`config.mk`:
```
export PLATFORM = sky130hd
export DESIGN_NAME = tkvs_mul
export DESIGN_NICKNAME = d
export VERILOG_FILES = /design/src/rtl/core/tkvs_pkg.sv /design/src/rtl/core/tkvs_mul.sv
export SDC_FILE = /design/constraint.sdc
export NUM_CORES = 1
export LEC_CHECK = 0
export ABC_CLOCK_PERIOD_IN_PS = 6300
export BUFFER_PORTS_ARGS = -buffer_cell sky130_fd_sc_hd__buf_2
export CAP_MARGIN = 5
export CORE_MARGIN = 5
export CORE_UTILIZATION = 34
export CTS_CLUSTER_SIZE = 25
export DETAILED_ROUTE_END_ITERATION = 10
export SETUP_SLACK_MARGIN = 0.2
export SLEW_MARGIN = 20
export SYNTH_ARGS = -nofsm -noshare
export SYNTH_HDL_FRONTEND = slang
export SYNTH_SLANG_ARGS = --single-unit
```
`constraint.sdc`:
```
create_clock -name clock -period 6.3 [get_ports clock]
set_input_delay 0.63 -clock clock [delete_from_list [all_inputs] [get_ports clock]]
set_output_delay 0.63 -clock clock [all_outputs]
set_load 0.01 [all_outputs]
```
`src/rtl/core/tkvs_pkg.sv`:
```
// ----------------------------------------------------------------------------
// tkvs_pkg: shared types and constants for top-k by volume selection
// field structs, sequencer states and sizing constants
// ----------------------------------------------------------------------------
package tkvs_pkg;

   localparam int MAX_SELECT = 64;
   localparam int ID_BITS    = 16;
   localparam int DIM_BITS   = 12;
   localparam int VOL_BITS   = 3 * DIM_BITS;
   localparam int IDX_BITS   = $clog2(MAX_SELECT);
   localparam int CNT_BITS   = IDX_BITS + 1;
   localparam int SEL_BITS   = 7;

   typedef struct packed {
      logic [15:0] item_id;
      logic [11:0] height;
      logic [11:0] width;
      logic [11:0] length;
      logic        last_item;
   } req_type;

   typedef struct packed {
      logic [15:0] chosen_id;
      logic        final_result;
   } rsp_type;

   typedef enum logic [3:0] {
      ST_IDLE,
      ST_MUL1,
      ST_MUL2,
      ST_SCAN,
      ST_SHIFT,
      ST_PUT,
      ST_SORT_RD,
      ST_SORT_CMP,
      ST_EMIT_RD,
      ST_EMIT
   } state_type;

endpackage

```
`src/rtl/core/tkvs_mul.sv`:
```
// ----------------------------------------------------------------------------
// tkvs_mul: shared multiplier
// one registered product per cycle while load is high, used twice per item for the volume
// ----------------------------------------------------------------------------
module tkvs_mul
   import tkvs_pkg::*;
(
   input  logic                  clock,
   input  logic                  load,
   input  logic [2*DIM_BITS-1:0] op_a,
   input  logic [DIM_BITS-1:0]   op_b,
   output logic [VOL_BITS-1:0]   product
);

   logic [VOL_BITS-1:0] product_ff, product_in;

   assign product_in = VOL_BITS'(op_a) * VOL_BITS'(op_b);

   always_ff @(posedge clock) begin
      if (load) begin
         product_ff <= product_in;
      end
   end

   assign product = product_ff;

endmodule

```
==> out/metrics.csv, run 1 <==
stage,metric,value,unit
drt,drc,0,
placement,placed_area,0.0108,mm2
finish,fin_area,0.0110,mm2
worst_setup_path,critPathKind,in -> reg,
yosys,synth_edf_count,36,
placement,hpwl,19.8,mm
placement,portBuffers,73,
sta,fin_crit_sh,0.921,
yosys,synth_top_family_by_area,adder cells,
finish,fill_cells,2991,
sta,finalSetupViolCount,0,
worst_setup_path,cpMostUsedCell,fa_1,
drt,avgRoutedWirePerCell,15.5,um
clocking,cts_buffers,5,
sta,maxSlewViolCount,0,
worst_setup_path,path_cells,buf_2 -> nand2_1 -> fa_1 -> inv_1 -> fa_1 -> fa_1 -> fa_1 -> inv_1 -> fa_1 -> inv_1 -> ha_1 -> nand2_1 -> a2111oi_0 -> a21oi_2 -> o21ai_1 -> a21boi_0 -> xnor2_1,
yosys,synth_compound_area_frac,0.0659,
clocking,clk_pin_slew_worst_paths,60,ps
floorplanning,dieHeight,182,um
drt,first_pass_iters,5,
worst_setup_path,slowest_stage,fa_1,
yosys,yosys.area.top_type,fa_1,
yosys,synthMostInstantiatedCell,inv_1,
drt,drt_iter0_markers,349,
yosys,synth_mux_area_frac,0,
hold_path,worstHoldStart,op_a[0],
global_route,grt_start_max_net_pins,37,
yosys,postSynthAreaPerCell,9.03,um2
drt,routed_wl,23.8,mm
sta,final_hold_viol_count,0,
yosys,synth_nets,1451,
finish,fin_nets,1481,
drt,drt.antenna.violating_nets,0,
sta,tightestPinTransition,843,ps
sta,finalSetupTns,0,ps
yosys,synth_xor_xnor_area_share,0.0243,
worst_setup_path,cp_max_fo,24,
finish,stdcell_count,1540,
worst_setup_path,crit_family,adder cells,
sta,maxSlewHeadroom,0.438,
yosys,ys_async_sr_fraction,0,
yosys,ys_seq_area_frac,0.107,
yosys,synthFlopType,edfxtp_1,
floorplanning,core_area,0.0295,mm2
finish,multi_input_area,0.00787,mm2
sta,rsz0062_at_grt,false,
clocking,htreeDepth,2,
yosys,ys_warn_count,0,
global_route,first_global_vias,7917,
hold_path,hp-class,in -> reg,
yosys,synthAdderAreaFrac,0.528,
worst_setup_path,max_stage_delay,560,ps
worst_setup_path,cp-end-kind,register,
worst_setup_path,startpoint,op_b[6],
global_route,track_usage,0.147,
clocking,cts_tree,built,
status,outcome,"finished, final reports clean",
clocking,cts_hold_buf,0,
clocking,cts_setup_buffers,0,
yosys,synth_top_area_frac,0.436,
finish,layout-drive-gt1-share,0.0817,
yosys,synth.distinct_cells,47,
finish,n_antenna_cell,0,
worst_setup_path,crit_required,6330,ps
global_route,grt_pass1_wl,39.7,mm
yosys,synthTopCellsByCount,"inv_1, fa_1, nand2_1",
floorplanning,rows,63,
global_route,overflow,0,
clocking,post_cts_resize_count,0,
clocking,cts-root-buf,clkbuf_16,
drt,via_per_inst,4.81,
yosys,synth.top_cells.by_area,"fa_1, edfxtp_1, inv_1, ha_1, nand2_1",
finish,largest_reg_flops,36,
yosys,netlist_instances,1119,
placement,gp_routability_congestion,0.813,
sta,max_freq,0.172,GHz
floorplanning,die_x,182,um
finish,syn_to_final_growth,8.88,%
worst_setup_path,worstPathArrival,5830,ps
floorplanning,dieArea,0.0333,mm2
clocking,clk_path_buf_depth,2,
yosys,synth.ff_latch_count,36,
floorplanning,start_util,0.343,
finish,seq_area,0.00108,mm2
sta,fin_crit,5800,ps
run,maxCapViolations,0,
global_route,antenna_found_initial,0,
yosys,netlist_area,0.0101,mm2
worst_setup_path,cp-start-kind,input pin,
drt,vias,7409,
floorplanning,boundaryPins,74,
worst_setup_path,critPathBufInv,4,
placement,dpl.cell_count,1532,
clocking,clock-sinks,36,
yosys,synth-simple-area-share,0.161,
cells by family after synthesis:
group	Yosys count
flops	36
buf+inv	307
fa+ha+maj	294
compound gates	101
simple gates	353
xor+xnor	28
metal layers:
metal | global-route usage | wire length, um | up-vias | part of all wire
li1 | - | - | 3392 | -
met1 | 0.187 | 9600 | 3820 | 0.40
met2 | 0.269 | 12900 | 169 | 0.54
met3 | 0.0183 | 1020 | 28 | 0.043
met4 | 0.0270 | 346 | 0 | 0.015
met5 | 0 | 0 | - | 0
through the flow:
step / utilization / setup WS (ps) / hold WS (ps)
floorplan: - / 856 / 742
global placement: 0.366 / 113 / 1040
detailed placement: 0.366 / 233 / 1040
CTS: 0.373 / 530 / 854
global route: 0.373 / 223 / 880
finish: 0.373 / 500 / 849
worst paths after layout:
kind / depth (start not counted) / end / slack (ps)
worst min-delay path: 2 / product[0]$_DFFE_PP_ / 850
worst max-delay path: 17 / product[29]$_DFFE_PP_ / 500
layout make-up:
type / instances / share of cell area
multi-input combinational: 776 / 0.715
inverter: 252 / 0.0860
clock inverter: 3 / 0.00819
tap: 390 / 0.0444
clock buffer: 5 / 0.0114
timing repair buffer: 78 / 0.0366
sequential: 36 / 0.0983
layout by cell type (no fill, tap or decap), types with 2 or more instances in the layout:
cell / instances
a21oi_2: 2
nor2_1: 19
buf_4: 5
inv_1: 252
nand2b_1: 3
a21o_1: 15
a21oi_1: 29
o211ai_1: 3
buf_2: 73
o21ai_0: 17
fa_1: 220
o21ai_1: 4
o31ai_1: 2
and2_1: 88
nor3_1: 5
nand3_1: 2
edfxtp_1: 36
o21bai_1: 2
xnor2_1: 18
a2111oi_0: 2
o21a_1: 6
xor2_1: 10
a211oi_1: 3
nor2b_1: 3
a31oi_1: 4
and3_1: 2
nand2_1: 220
clkbuf_16: 5
and4_1: 2
nand4_1: 4
bufinv_16: 3
ha_1: 74
Power of run 1 is left out: the tool's default activity adds up to more than one toggle a clock period on the data nets, which glitch-free logic cannot reach.
==> inputs of run 2 (changes only) <==
- ABC_CLOCK_PERIOD_IN_PS: 6300 -> 5200
- CORE_UTILIZATION: 34 -> 40
- clock period: 6.3 -> 5.2 ns (I/O delays scaled with it)
==> run 2 against run 1 <==
Compared with the run above:
- first-iteration DRC count grew 9.2%
- non-clock buffer count rose by 149
- clock-buffer cell count unchanged
- sequential share of layout area shrank 1.5 points
- core utilization grew 15 points
- die area is 14% lower
- hold slack lost 68 ps
- via count is 7.2% higher
- critical endpoint is now product[35]$_DFFE_PP_
- largest cell class unchanged
- routed wire length up 7.2%
- final cell count increased by 5.8%
- design area rose by 18%
==> out/metrics.csv, run 2 (same netlist as run 1, synthesis figures left out) <==
stage,metric,value,unit
sta,fin_crit,5070,ps
clocking,clk_pin_slew_worst_paths,60,ps
finish,fin_nets,1630,
run,maxCapViolations,0,
drt,first_pass_iters,5,
clocking,cts-root-buf,clkbuf_16,
drt,routed_wl,25.6,mm
drt,drc,0,
sta,maxSlewViolCount,0,
worst_setup_path,path_cells,clkbuf_4 -> buf_4 -> and2_1 -> fa_2 -> fa_2 -> fa_1 -> fa_1 -> fa_1 -> ha_4 -> buf_4 -> a21o_1 -> a21oi_2 -> buf_4 -> nand4b_4 -> a2111oi_4 -> nor3_2 -> xnor2_1,
sta,final_hold_viol_count,0,
sta,finalWorstSetupSlack,129,ps
sta,max_freq,0.197,GHz
worst_setup_path,critPathKind,in -> reg,
drt,via_per_inst,4.88,
status,outcome,"finished, final reports clean",
clocking,clk_path_buf_depth,2,
placement,gp_routability_congestion,0.868,
floorplanning,die_x,169,um
finish,layout-drive-gt1-share,0.256,
finish,final_cell_mix,"inv_1, fa_1, nand2_1, buf_4, and2_1",
placement,portBuffers,73,
placement,dpl.cell_count,1600,
worst_setup_path,worstPathArrival,5110,ps
placement,dp_slack,-396,ps
sta,rsz0062_at_grt,true,
finish,n_antenna_cell,0,
worst_setup_path,cp-end-kind,register,
global_route,grt_pass1_wl,42.0,mm
clocking,clock-sinks,36,
floorplanning,boundaryPins,74,
sta,maxSlewHeadroom,0.432,
global_route,grt_start_max_net_pins,37,
hold_path,hp-class,in -> reg,
drt,avgRoutedWirePerCell,15.7,um
worst_setup_path,cp-start-kind,input pin,
placement,hpwl,21.0,mm
sta,tightestPinTransition,852,ps
sta,finalSetupViolCount,0,
finish,final_common_cell,inv_1,
floorplanning,dieHeight,169,um
clocking,cts_hold_buf,0,
finish,largest_reg_flops,36,
global_route,track_usage,0.180,
worst_setup_path,cp.depth,17,
drt,vias,7946,
finish,final_core_util,0.518,
worst_setup_path,slowest_stage,fa_1,
floorplanning,rows,58,
hold_path,hold_depth,3,
worst_setup_path,cp_max_fo,7,
clocking,cts_buffers,5,
worst_setup_path,max_stage_delay,560,ps
global_route,antenna_found_initial,0,
floorplanning,dieArea,0.0285,mm2
finish,fin_area,0.0130,mm2
finish,syn_to_final_growth,28.4,%
global_route,overflow,0,
worst_setup_path,critPathBufInv,4,
finish,stdcell_count,1629,
clocking,htreeDepth,2,
worst_setup_path,crit_family,adder cells,
sta,fin_crit_sh,0.975,
floorplanning,core_area,0.0250,mm2
hold_path,holdPathEnd,product[0]$_DFFE_PP_,
drt,drt_iter0_markers,381,
global_route,first_global_vias,8951,
floorplanning,start_util,0.404,
placement,placed_area,0.0119,mm2
drt,drt.antenna.violating_nets,0,
clocking,cts_tree,built,
hold_path,worstHoldStart,op_a[0],
worst_setup_path,crit_required,5240,ps
==> run 2: area by class of cell <==
type	count	area, um2
clock buffer	5	125
clock inverter	3	17.5
fill	2299	12100
inverter	252	946
multi-input combinational	776	8410
sequential	36	1080
tap	330	413
timing repair buffer	227	1990
==> run 2: how the worst max path moves through the flow <==
stage          startpoint  slack, ps                    end
6_report         op_a[10]        130  product[35]$_DFFE_PP_
5_1_grt           op_b[5]        -30  product[32]$_DFFE_PP_
4_1_cts           op_b[3]        120  product[35]$_DFFE_PP_
3_5_place_dp      op_b[6]       -400  product[35]$_DFFE_PP_
3_3_place_gp      op_b[6]       -360  product[35]$_DFFE_PP_
2_1_floorplan    op_a[17]        160  product[35]$_DFFE_PP_
==> run 2: repair_timing <==
action,in CTS,in global routing
resized for setup,19,155
buffers inserted,1,15
pin swaps,6,56
setup endpoints to repair,17,21
gates cloned,0,5
==> run 2: routing by layer <==
layer / part of all wire / up-vias / GRT usage
li1: - / 3698 / -
met1: 0.39 / 4058 / 0.210
met2: 0.55 / 157 / 0.352
met3: 0.041 / 33 / 0.0166
met4: 0.019 / 0 / 0.0441
met5: 0 / - / 0
==> run 2: tightest hold or removal path, cell delays in order <==
cell,delay [ps]
buf_2,130
buf_4,180
and2_1,130
==> run 2: through the flow <==
stage	TNS [ps]	hold WS, ps
floorplan	0	632
global placement	-3440	933
detailed placement	-4110	934
CTS	0	772
global route	-30.8	801
finish	0	781
Power of run 2 is left out for the same reason.
